==> config.mk <==
export PLATFORM = sky130hd
export DESIGN_NAME = rme_sqrt_cell
export DESIGN_NICKNAME = d
export VERILOG_FILES = /design/src/hdl/rme_pkg.sv /design/src/hdl/rme_sqrt_cell.sv
export SDC_FILE = /design/constraint.sdc
export NUM_CORES = 1
export LEC_CHECK = 0
export ABC_AREA = 1
export BUFFER_PORTS_ARGS = -buffer_cell sky130_fd_sc_hd__buf_2
export CAP_MARGIN = 20
export CORE_AREA = 4 4 143 145
export DETAILED_ROUTE_END_ITERATION = 10
export DIE_AREA = 0 0 147 149
export GPL_TIMING_DRIVEN = 0
export PLACE_DENSITY = 0.69
export SETUP_SLACK_MARGIN = 0.5
export SYNTH_ARGS = -nofsm -noshare
export SYNTH_HDL_FRONTEND = slang
export SYNTH_SLANG_ARGS = --single-unit
==> constraint.sdc <==
create_clock -name aclk -period 2.4 [get_ports aclk]
set_input_delay 0.72 -clock aclk [delete_from_list [all_inputs] [get_ports aclk]]
set_output_delay 0.72 -clock aclk [all_outputs]
set_load 0.02 [all_outputs]
==> src/hdl/rme_pkg.sv <==
// shared types, constants and helper functions for the euler angle extractor
package rme_pkg;

    localparam int ENTRY_FRAC_BITS = 14;
    localparam int ANGLE_FRAC_BITS = 13;
    localparam int Z_FRAC          = 30;
    localparam int CORDIC_STEPS    = 30;
    localparam int STEP_W          = $clog2(CORDIC_STEPS);

    localparam int ENTRY_W = 16;
    localparam int SQ_W    = 2 * ENTRY_W;          // one square
    localparam int RAD_W   = SQ_W + 2;             // sum of two squares, padded to pairs
    localparam int ROOT_W  = RAD_W / 2;
    localparam int REM_W   = ROOT_W + 4;
    localparam int SQRT_STEPS = ROOT_W;

    localparam int OPD_W  = ROOT_W + 1;            // signed operand before scaling
    localparam int SCALE  = Z_FRAC - ENTRY_FRAC_BITS;
    localparam int CW     = OPD_W + SCALE + 2;     // cordic x and y
    localparam int ZW     = Z_FRAC + 5;            // cordic angle accumulator
    localparam int ANG_W  = 16;
    localparam int PITCH_W = 15;
    localparam int LIMIT_W = 15;

    localparam logic signed [ZW-1:0] PI_Z = ZW'(64'sd3373259426);
    localparam int SH = Z_FRAC - ANGLE_FRAC_BITS;
    localparam logic signed [ZW-1:0] HALF_Z = ZW'(64'sd1 <<< (SH - 1));
    localparam logic signed [ZW-1:0] PI_ANG = (PI_Z + HALF_Z) >>> SH;

    typedef struct packed {
        logic signed [ENTRY_W-1:0] r00;
        logic signed [ENTRY_W-1:0] r10;
        logic signed [ENTRY_W-1:0] r11;
        logic signed [ENTRY_W-1:0] r12;
        logic signed [ENTRY_W-1:0] r20;
        logic signed [ENTRY_W-1:0] r21;
        logic signed [ENTRY_W-1:0] r22;
    } mat_t;

    typedef struct packed {
        logic [RAD_W-1:0]  rad;
        logic [REM_W-1:0]  rem;
        logic [ROOT_W-1:0] root;
        mat_t              m;
    } sqrt_t;

    typedef struct packed {
        logic signed [CW-1:0] x;
        logic signed [CW-1:0] y;
        logic signed [ZW-1:0] z;
    } cordic_t;

    // atan(2^-i) in q.30, truncated, except the last three entries, which are rounded
    function automatic logic signed [ZW-1:0] atan_entry(input logic [STEP_W-1:0] i);
        logic [31:0] v;
        case (i)
            5'd0:  v = 32'h3243F6A8;
            5'd1:  v = 32'h1DAC6705;
            5'd2:  v = 32'h0FADBAFC;
            5'd3:  v = 32'h07F56EA6;
            5'd4:  v = 32'h03FEAB76;
            5'd5:  v = 32'h01FFD55B;
            5'd6:  v = 32'h00FFFAAA;
            5'd7:  v = 32'h007FFF55;
            5'd8:  v = 32'h003FFFEA;
            5'd9:  v = 32'h001FFFFD;
            5'd10: v = 32'h000FFFFF;
            5'd11: v = 32'h0007FFFF;
            5'd12: v = 32'h0003FFFF;
            5'd13: v = 32'h0001FFFF;
            5'd14: v = 32'h0000FFFF;
            5'd15: v = 32'h00007FFF;
            5'd16: v = 32'h00003FFF;
            5'd17: v = 32'h00001FFF;
            5'd18: v = 32'h00000FFF;
            5'd19: v = 32'h000007FF;
            5'd20: v = 32'h000003FF;
            5'd21: v = 32'h000001FF;
            5'd22: v = 32'h000000FF;
            5'd23: v = 32'h0000007F;
            5'd24: v = 32'h0000003F;
            5'd25: v = 32'h0000001F;
            5'd26: v = 32'h0000000F;
            5'd27: v = 32'h00000008;
            5'd28: v = 32'h00000004;
            5'd29: v = 32'h00000002;
            default: v = 32'h0;
        endcase
        return ZW'(v);
    endfunction

    // fold the left half plane onto the right one and scale to q.30
    function automatic cordic_t cordic_prep(input logic signed [OPD_W-1:0] y,
                                            input logic signed [OPD_W-1:0] x);
        cordic_t r;
        logic signed [CW-1:0] xe;
        logic signed [CW-1:0] ye;
        xe = CW'(x);
        ye = CW'(y);
        r.z = '0;
        if (x < 0) begin
            r.z = (y >= 0) ? PI_Z : -PI_Z;
            xe = -xe;
            ye = -ye;
        end
        r.x = xe <<< SCALE;
        r.y = ye <<< SCALE;
        return r;
    endfunction

    // round half up to the output precision and clamp to +-pi
    function automatic logic signed [ANG_W-1:0] to_angle(input logic signed [ZW-1:0] z);
        logic signed [ZW-1:0] q;
        q = (z + HALF_Z) >>> SH;
        if (q > PI_ANG) q = PI_ANG;
        if (q < -PI_ANG) q = -PI_ANG;
        return q[ANG_W-1:0];
    endfunction

endpackage

==> src/hdl/rme_sqrt_cell.sv <==
// one digit of the pipelined integer square root, carrying the matrix along
module rme_sqrt_cell (
    input  logic              aclk,
    input  logic              aresetn,
    input  logic              en,
    input  logic              valid_in,
    input  rme_pkg::sqrt_t    d_in,
    output logic              valid_out,
    output rme_pkg::sqrt_t    d_out
);
    import rme_pkg::*;

    logic              valid_reg;
    sqrt_t             data_reg;
    sqrt_t             data_next;
    logic [REM_W-1:0]  rem_sh;
    logic [REM_W-1:0]  trial;

    always_comb begin
        rem_sh = {d_in.rem[REM_W-3:0], d_in.rad[RAD_W-1 -: 2]};
        trial  = REM_W'({d_in.root, 2'b01});
        data_next     = d_in;
        data_next.rad = {d_in.rad[RAD_W-3:0], 2'b00};
        if (rem_sh >= trial) begin
            data_next.rem  = rem_sh - trial;
            data_next.root = {d_in.root[ROOT_W-2:0], 1'b1};
        end else begin
            data_next.rem  = rem_sh;
            data_next.root = {d_in.root[ROOT_W-2:0], 1'b0};
        end
    end

    always_ff @(posedge aclk) begin
        if (!aresetn) begin
            valid_reg <= 1'b0;
        end else if (en) begin
            valid_reg <= valid_in;
        end
    end

    always_ff @(posedge aclk) begin
        if (en) begin
            data_reg <= data_next;
        end
    end

    assign valid_out = valid_reg;
    assign d_out     = data_reg;

endmodule

==> results of run 1 <==
[critical path: cells and delay by family]
family / cells / cell delay, ns
buffers and inverters: 5 / 0.41
adders and majority gates: 1 / 0.27
and+or+nand+nor: 9 / 0.74
[per-layer routing]
layer	vias to the layer above	global-route usage
met5	-	0
li1	2663	-
met3	30	0.0599
met4	2	0.0676
met2	221	0.360
met1	2600	0.217
[worst paths after layout]
kind              startpoint  depth (start not counted)    endpoint
hold reg to reg    valid_out                          2   valid_out
hold / removal       d_in[9]                          1    d_out[9]
setup / recovery   d_in[121]                         15  d_out[140]
setup reg to reg   valid_out                          2   valid_out
[repair_timing]
action,4_1_cts,5_1_grt
gates resized for setup,6,69
setup endpoints to repair,18,21
gates cloned,0,2
buffers inserted,9,7
pin swaps,3,24
[cell families (layout without fill, tap and decap cells)]
family,count (synthesis),after routing,synth area share
xor gates and xnor gates,8,8,0.00963
other,1,4,0.000516
AOI/OAI and AO/OA,19,19,0.0150
and+or+nand+nor,235,235,0.141
buffers and inverters,81,500,0.0470
DFF,183,183,0.754
adders and majority gates,19,19,0.0327
[power by group]
part,internal [mW],switching (mW),total [mW]
logic,0.554,0.961,1.51
registers,3.83,0.0628,3.90
clock network,1.40,1.35,2.75
[Yosys cell counts]
library cell | number | area, µm²
edfxtp_1 | 182 | 5470
nand2_1 | 152 | 571
inv_1 | 71 | 267
nand3_1 | 28 | 140
nor2_1 | 24 | 90.1
ha_1 | 19 | 238
nand2_2 | 14 | 87.6
a21oi_1 | 12 | 60.1
xor2_1 | 8 | 70.1
nand3b_1 | 5 | 37.5
buf_6 | 4 | 45.0
inv_2 | 4 | 15.0
a21oi_2 | 3 | 26.3
nor2_2 | 3 | 18.8
buf_4 | 2 | 15.0
nand4_1 | 2 | 12.5
nor3_1 | 2 | 10.0
o21ai_0 | 2 | 10.0
and3_1 | 1 | 6.26
conb_1 | 1 | 3.75
dfxtp_1 | 1 | 20.0
nand2_4 | 1 | 11.3
nand3_2 | 1 | 10.0
nor3_2 | 1 | 10.0
nor4_4 | 1 | 21.3
o21ai_1 | 1 | 5.00
o21bai_1 | 1 | 7.51
[placed cells by master, fill, tap and decap left out, types with 3 or more instances in the layout]
cell,instances
nor2_1,22
nand3b_1,5
buf_6,11
buf_4,19
inv_1,46
a21oi_1,10
nand2_2,34
inv_6,6
a21oi_2,5
nor2_2,3
clkbuf_16,19
nand3_2,4
nand3_1,25
buf_8,5
inv_8,5
nand2_1,121
xor2_1,8
clkinv_8,3
edfxtp_1,182
ha_4,17
nand2_4,12
inv_2,22
inv_4,4
buf_2,355
[layout make-up]
class	instances	area, µm²	area share
Buffer	6	71.3	0.00663
Clock inverter	14	154	0.0143
Timing Repair Buffer	387	2120	0.198
Tap cell	265	332	0.0308
Sequential cell	183	5490	0.510
Antenna cell	2	5.00	0.000466
Inverter	75	309	0.0288
Multi-Input combinational cell	283	1840	0.171
Clock buffer	18	429	0.0399
[state kept, by name, summed over array words and instances (netlist names)]
name       count
d_out        182
valid_out      1
[metrics by stage]
stage | std cells | setup TNS (ns)
after floorplan | 547 | 0
after global placement | 1180 | -320.36
after detailed placement | 1181 | -0.0645
after CTS | 1222 | 0
after global routing | 1231 | 0
final | 1233 | 0
==> run_results.csv, run 1 <==
group,metric,value,unit
worst_setup_path,cp_max_fo,5,
cts,h-tree-depth,4,
sta,slew_headroom,0.552,
cts,cts_hold_buf,0,
cells_and_area,drive_above_1_share,0.551,
cts,clk-insertion-delay-late,0.43,ns
floorplanning,dieArea,21900,µm²
route,wl_met1,8140,µm
synth,yosys_warnings,0,
power_and_ir_drop,ir_worst_vdd,441,µV
floorplanning,die_x,147,µm
sta,fmax,0.502,GHz
sta,rsz0062_at_grt,"true",
route,viasPerCell,4.47,
worst_setup_path,required,2.59,ns
global_route,grt_pass1_vias,5298,
power_and_ir_drop,p_per_area,759,nW/µm²
route,vias,5516,
synth,netlist_area,7270,µm²
global_route,grt_max_degree,131,
synth,synth_seq_cells,183,
place,pre_cts_ws,-0.0278,ns
route,drt_iter0_markers,306,
power_and_ir_drop,leakage,4.93,nW
cells_and_area,areaGrowthSynthToFinish,47.8,%
cts,root_buffer,"clkbuf_16",
synth,syn_inst,546,
place,io_buffers,368,
global_route,grt_pass1_wl,31600,µm
synth,synth_area_per_cell,13.3,µm²
sta,finalWorstSetupSlack,0.407,ns
sta,hold_ws,0.459,ns
cells_and_area,fillers,1623,
route,firstDrtPassIters,4,
place,routabilityCongestion,0.905,
worst_setup_path,crit_top_cell,"nand2_2",
sta,worstMarginPinSlew,0.672,ns
worst_setup_path,cp-end-kind,"flip-flop",
route,wl_met2,12300,µm
power_and_ir_drop,p_total,8.16,mW
global_route,grt_remaining_overflow,0,
worst_setup_path,cp.arrival,2.18,ns
sta,fin_crit,1.99,ns
cells_and_area,fin_util,0.560,
worst_setup_path,slowest_delay,0.27,ns
cts,clk_pin_slew_worst_paths,0.07,ns
sta,final-hold-violation-count,0,
floorplanning,fp-row-count,51,
place,dp_hpwl,17700,µm
sta,finClkSkew,0,ns
worst_setup_path,slowest_stage,"ha_4",
global_route,track_usage,0.196,
cells_and_area,layout.nets,1160,
worst_setup_path,cp_cell_sequence,"buf_8 -> inv_6 -> ha_4 -> nand2_2 -> inv_2 -> nand2_4 -> nor3_4 -> nand2_2 -> nand2_2 -> nand2_2 -> nand2_4 -> inv_6 -> clkbuf_16 -> nand2_2 -> nand2_1",
worst_setup_path,r2r_setup_slack,1.76,ns
cts,cts_tree,"built",
synth,yosysSeqAreaShare,0.754,
min_path,holdCritPathClass,"in -> reg",
route,wl_met3,1970,µm
sta,slew_viol_final,0,
cts,numCtsBuffers,17,
worst_setup_path,crit_type,"in -> reg",
cts,clockBufferDepth,2,
place,place_area,9750,µm²
cts,cts.sinks,183,
synth,synth_cell_types,27,
route,wl_per_cell,18.6,µm
sta,setup_viol,0,
cells_and_area,final_cell_area,10700,µm²
status,status,"completed",
route,drc_errors,0,
route,top_layer,"met5",
worst_setup_path,crit_path_start_kind,"input port",
route,wl,22900,µm
floorplanning,die_h,149,µm
floorplanning,initial_core_util,0.379,
floorplanning,io_pins,373,
job,max_cap_violations,0,
floorplanning,core-area,19200,µm²
route,drtAntennaViolNets,0,
sta,fin_crit_sh,0.831,
global_route,antenna_found_initial,3,
No activity file was read; power rests on OpenSTA's default activity.
==> inputs of run 2 (changes only) <==
ABC_AREA = 0   (was 1)
CORE_AREA = 4 4 144 146   (was 4 4 143 145)
DIE_AREA = 0 0 148 150   (was 0 0 147 149)
PLACE_DENSITY = 0.68   (was 0.69)
clock period = 1.7 ns   (was 2.4 ns; I/O delays follow)
==> run 2 against run 1 <==
Compared with the run above:
- the flow now finishes with violations (setup timing)
- routed wire length increased by 2.5%
- critical path depth decreased by 5
- die area increased by 1.4%
- flip-flop and latch count did not move
- clock power grew 43%
- worst setup slack got worse by 0.94 ns
- power rose by 48%
- highest routed layer unchanged
- largest cell class unchanged
- synthesized cell count is 28% lower
- clock-buffer cell count shrank 1
- sequential power up 44%
- clock skew stayed put
- combinational power rose by 66%
- critical path type unchanged
==> run_results.csv, run 2 <==
group,metric,value,unit
cells_and_area,multi_input_area,1490,µm²
synth,syn_inst,391,
place,dp_hpwl,16800,µm
route,wl_per_cell,21.7,µm
route,viasPerCell,4.66,
floorplanning,die_x,148,µm
synth,synth_top_area_share,0.801,
min_path,min_to,"d_out[43]",
worst_setup_path,cp-end-kind,"flip-flop",
place,routabilityCongestion,0.854,
min_path,whs_path_depth,1,
sta,finClkSkew,0,ns
cts,root_buffer,"clkbuf_16",
cells_and_area,fin_cells,1083,
route,drtAntennaViolNets,0,
synth,synth_area_leaders,"edfxtp_1 (80%), ha_1 (3.5%), nand2_1 (1.6%)",
worst_setup_path,crit_path_start_kind,"input port",
place,place_area,9170,µm²
floorplanning,core-area,19400,µm²
cells_and_area,layout.nets,1008,
cts,cts.sinks,183,
place,dp_cells,1026,
floorplanning,die_h,150,µm
sta,slew_headroom,0.657,
cts,cts_hold_buf,0,
synth,yosys_warnings,0,
floorplanning,fp-row-count,51,
synth,synth_area_per_cell,17.5,µm²
place,io_buffers,368,
power_and_ir_drop,ir_worst_vdd,581,µV
min_path,hp-start,"d_in[43]",
global_route,grt_max_degree,63,
sta,hold_ws,0.250,ns
sta,slew_viol_final,0,
global_route,grt_pass1_vias,5164,
floorplanning,dieArea,22200,µm²
cts,h-tree-depth,4,
cells_and_area,drive_above_1_share,0.592,
min_path,holdCritPathClass,"in -> reg",
route,drc_errors,0,
synth,synth_edf_count,182,
cells_and_area,areaGrowthSynthToFinish,66.4,%
sta,final-hold-violation-count,0,
status,status,"finished, violations left",
cells_and_area,largest_reg_flops,182,
floorplanning,initial_core_util,0.352,
synth,async_reset_ff_frac,0,
power_and_ir_drop,leakage,4.76,nW
global_route,track_usage,0.199,
cells_and_area,fin_util,0.586,
cells_and_area,final_cell_area,11400,µm²
worst_setup_path,regToRegStartpoint,"valid_out",
route,vias,5048,
job,max_cap_violations,0,
sta,fin_crit,2.24,ns
worst_setup_path,r2r_setup_slack,0.99,ns
power_and_ir_drop,p_total,12.0,mW
global_route,antenna_found_initial,6,
sta,fin_crit_sh,1.32,
cts,clockBufferDepth,2,
sta,setup_viol,22,
synth,synth.most_common_cell,"edfxtp_1",
synth,netlist_top_cells_count,"edfxtp_1 (182), nand2_1 (30), inv_1 (22)",
cells_and_area,mostFrequentLayoutCells,"buf_6 (188), buf_2 (182), edfxtp_1 (182)",
cells_and_area,final_common_cell,"buf_6",
cts,cts_tree,"built",
synth,synth_seq_cells,183,
worst_setup_path,crit_type,"in -> reg",
route,drt_iter0_markers,385,
sta,rsz0062_at_grt,"true",
synth,netlist_area,6830,µm²
global_route,grt_pass1_wl,32300,µm
worst_setup_path,cp.arrival,2.41,ns
route,wl,23500,µm
status,violations,"setup timing",
sta,finalWorstSetupSlack,-0.538,ns
cts,clk-insertion-delay-late,0.42,ns
floorplanning,io_pins,373,
worst_setup_path,cp_max_fo,5,
synth,synth_cell_types,50,
sta,worstMarginPinSlew,0.509,ns
cells_and_area,register_area,5490,µm²
cells_and_area,fillers,1552,
route,firstDrtPassIters,4,
synth,yosysSeqAreaShare,0.804,
synth,synth_ff_type,"edfxtp_1",
cts,numCtsBuffers,17,
synth,synth_top_area_cell,"edfxtp_1",
cts,clk_pin_slew_worst_paths,0.08,ns
worst_setup_path,required,1.87,ns
power_and_ir_drop,p_per_area,1060,nW/µm²
worst_setup_path,reg2reg_to,"valid_out",
sta,fmax,0.447,GHz
global_route,grt_remaining_overflow,0,
worst_setup_path,r2r_cells,3,
## run 2: cell types whose count changed after synthesis, moves of 5 or more
cell | previous run | this run
nor2_1 | 24 | 13
inv_1 | 71 | 22
o21ai_1 | 1 | 13
o21a_1 | 0 | 5
nand3_1 | 28 | 9
nand2b_1 | 0 | 5
o21ai_0 | 2 | 12
nand2_2 | 14 | 0
xnor2_1 | 0 | 9
nand3b_1 | 5 | 0
nand2_1 | 152 | 30
## run 2: worst max-delay path by stage
stage | to | from
after detailed placement | d_out[133] | d_in[112]
after CTS | d_out[149] | d_in[112]
after global routing | d_out[149] | d_in[128]
after global placement | valid_out | en
final | d_out[149] | d_in[112]
after floorplan | d_out[149] | d_in[112]
## run 2: repair_timing
| action | in CTS | in global routing |
|---|---|---|
| pin swaps | 9 | 9 |
| endpoints found under the setup margin | 328 | 205 |
| setup buffers | 16 | 3 |
| cloned | 2 | 0 |
| gates resized for setup | 398 | 29 |
## run 2: worst max-delay path: stages
cell and delay, ns:
buf_12 0.09, inv_12 0.03, ha_4 0.24, nor2b_4 0.13
o31a_1 0.26, o21a_1 0.19, or2_4 0.24, a211o_1 0.30
a2111oi_4 0.31, xor2_1 0.11
## run 2: stage by stage
step | setup WS (ns) | TNS (ns)
after floorplan | -0.859 | -13.74
after global placement | -2.30 | -435.02
after detailed placement | -1.29 | -45.36
after CTS | -0.504 | -9.54
after global routing | -0.623 | -12.04
final | -0.538 | -9.36
## run 2: where the power goes
| group | total [mW] | switching, mW | internal (mW) |
|---|---|---|---|
| combinational | 2.50 | 1.28 | 1.22 |
| sequential | 5.61 | 0.187 | 5.43 |
| clock | 3.93 | 1.94 | 1.99 |
## run 2: cells by family after synthesis
family | count (synthesis) | share of synthesized area
buf+inv | 30 | 0.0181
xor+xnor | 15 | 0.0192
other cells | 1 | 0.000549
mux | 3 | 0.00458
flops | 183 | 0.804
fa+ha+maj | 19 | 0.0348
simple gates | 69 | 0.0482
compound gates | 71 | 0.0708
## run 2: metal layers
| metal | vias to the layer above | track usage | routed length (µm) |
|---|---|---|---|
| met4 | 6 | 0.0693 | 629 |
| li1 | 2320 | - | - |
| met5 | - | 0 | 28 |
| met3 | 36 | 0.0939 | 2560 |
| met1 | 2457 | 0.201 | 7840 |
| met2 | 229 | 0.359 | 12400 |
## run 2: final cells by class
| type | instances | share of cell area |
|---|---|---|
| diodes | 4 | 0.000881 |
| plain buffers | 7 | 0.00793 |
| clock buffers | 17 | 0.0375 |
| clock inverters | 15 | 0.0153 |
| inverters | 23 | 0.00892 |
| multi-input cells | 179 | 0.131 |
| flip-flops and latches | 183 | 0.483 |
| well taps | 265 | 0.0292 |
| repair buffers | 390 | 0.286 |
==> inputs of run 3 (changes only) <==
PLACE_DENSITY = 0.65   (was 0.68)
clock period = 2.65 ns   (was 1.7 ns; I/O delays follow)
==> run 3 against run 2 <==
Compared with the run above:
- worst setup slack better by 0.65 ns
- flip-flop and latch count did not move
- hold slack improved by 0.27 ns
- design area fell by 8.2%
- largest power group unchanged
- largest cell class unchanged
- via count fell by 0.93%
- highest routed layer unchanged
- the run now ends clean
==> run_results.csv, run 3 (synthesis gave the netlist of run 2 again) <==
group,metric,value,unit
global_route,track_usage,0.185,
worst_setup_path,cp_cell_sequence,"buf_2 -> inv_1 -> ha_1 -> nand4_1 -> o22a_1 -> nand2b_1 -> a31oi_2 -> a211o_1 -> a2111oi_4 -> xor2_1",
worst_setup_path,cp.arrival,2.70,ns
route,firstDrtPassIters,5,
sta,rsz0062_at_grt,"true",
sta,finClkSkew,0,ns
sta,fmax,0.395,GHz
place,dp_cells,1026,
cts,clk-insertion-delay-late,0.42,ns
sta,setup_viol,0,
global_route,grt_max_degree,129,
route,viasPerCell,4.60,
route,drtAntennaViolNets,0,
cells_and_area,fin_util,0.538,
sta,worstMarginPinSlew,0.661,ns
worst_setup_path,crit_family,"compound AO/OA/AOI/OAI gates",
worst_setup_path,slowest_delay,0.38,ns
worst_setup_path,path_buf_inv,2,
route,drc_errors,0,
floorplanning,core-area,19400,µm²
sta,fin_crit,2.53,ns
cts,cts_hold_buf,0,
cts,numCtsBuffers,17,
cts,root_buffer,"clkbuf_16",
cells_and_area,areaGrowthSynthToFinish,52.8,%
power_and_ir_drop,ir_worst_vdd,414,µV
floorplanning,io_pins,373,
cts,cts.sinks,183,
cells_and_area,layout.nets,1014,
cells_and_area,largest_reg_flops,182,
worst_setup_path,crit_type,"in -> reg",
route,drt_iter0_markers,309,
place,io_buffers,368,
cells_and_area,fin_cells,1087,
cts,clockBufferDepth,2,
sta,slew_headroom,0.559,
cells_and_area,drive_above_1_share,0.618,
power_and_ir_drop,p_per_area,706,nW/µm²
floorplanning,fp-row-count,51,
global_route,antenna_found_initial,12,
sta,fin_crit_sh,0.956,
floorplanning,die_x,148,µm
sta,final-hold-violation-count,0,
power_and_ir_drop,p_total,7.36,mW
place,dp_hpwl,16900,µm
floorplanning,die_h,150,µm
cells_and_area,final_common_cell,"buf_2",
floorplanning,initial_core_util,0.352,
floorplanning,dieArea,22200,µm²
route,wl_per_cell,20.4,µm
cells_and_area,mostFrequentLayoutCells,"buf_2 (363), edfxtp_1 (182), clkbuf_16 (21)",
job,max_cap_violations,0,
route,wl,22200,µm
worst_setup_path,cp_max_fo,5,
global_route,grt_remaining_overflow,0,
route,vias,5001,
place,routabilityCongestion,0.843,
sta,setup-tns-final,0,ns
worst_setup_path,crit_path_start_kind,"input port",
worst_setup_path,required,2.82,ns
worst_setup_path,cp-end-kind,"flip-flop",
cts,cts_tree,"built",
status,status,"completed",
worst_setup_path,slowest_stage,"ha_1",
cells_and_area,fillers,1680,
cts,h-tree-depth,4,
cts,clk_pin_slew_worst_paths,0.07,ns
global_route,grt_pass1_vias,4805,
power_and_ir_drop,leakage,4.50,nW
min_path,holdCritPathClass,"reg -> reg",
sta,slew_viol_final,0,
global_route,grt_pass1_wl,30100,µm
run 3: final cells by class:
type                            count  area [µm²]  area share
Sequential cell                   183        5490       0.526
Multi-Input combinational cell    179        1610       0.154
Buffer                              7        97.6     0.00936
Tap cell                          265         332      0.0318
Antenna cell                        3        7.51    0.000720
Inverter                           23         101     0.00972
Clock inverter                     14         151      0.0145
Timing Repair Buffer              396        2220       0.213
Clock buffer                       17         425      0.0408
run 3: per-layer routing:
metal,GRT usage,vias up,share of wire
met5,0,-,0.0065
met4,0.0600,22,0.029
met3,0.0857,58,0.098
met2,0.331,231,0.53
met1,0.193,2366,0.34
li1,-,2324,-
run 3: worst paths after layout:
| check | cells past startpoint | slack, ns | endpoint | from |
|---|---|---|---|---|
| max | 10 | 0.12 | d_out[149] | d_in[119] |
| max reg2reg | 2 | 2.06 | valid_out | valid_out |
| min | 2 | 0.52 | valid_out | valid_out |
| min reg2reg | 2 | 0.52 | valid_out | valid_out |
run 3: tightest hold or removal path, delay by kind of cell, from the launching register on:
kind             cells  cell delay, ns
multiplexers         1            0.07
AND/OR/NAND/NOR      1            0.09
flip-flops           1            0.33
run 3: report_power, final:
part	internal [mW]	switching, mW
clock	1.27	1.20
combinational	0.537	0.829
sequential	3.47	0.0566
total	5.28	2.08
run 3: stage by stage:
step	cell area, µm²	setup slack, ns	hold WS, ns
finish	10400	0.117	0.523
global route	10400	0.102	0.511
CTS	10100	0.159	0.520
detailed placement	9170	-0.607	0.511
global placement	9140	-1.65	0.492
floorplan	6960	-0.194	0.589
run 3: timing repair:
action / in CTS / in global routing
setup buffers: 16 / 8
resized for setup: 35 / 61
endpoints found under the setup margin: 22 / 22
pin swaps: 11 / 21
cloned: 1 / 2
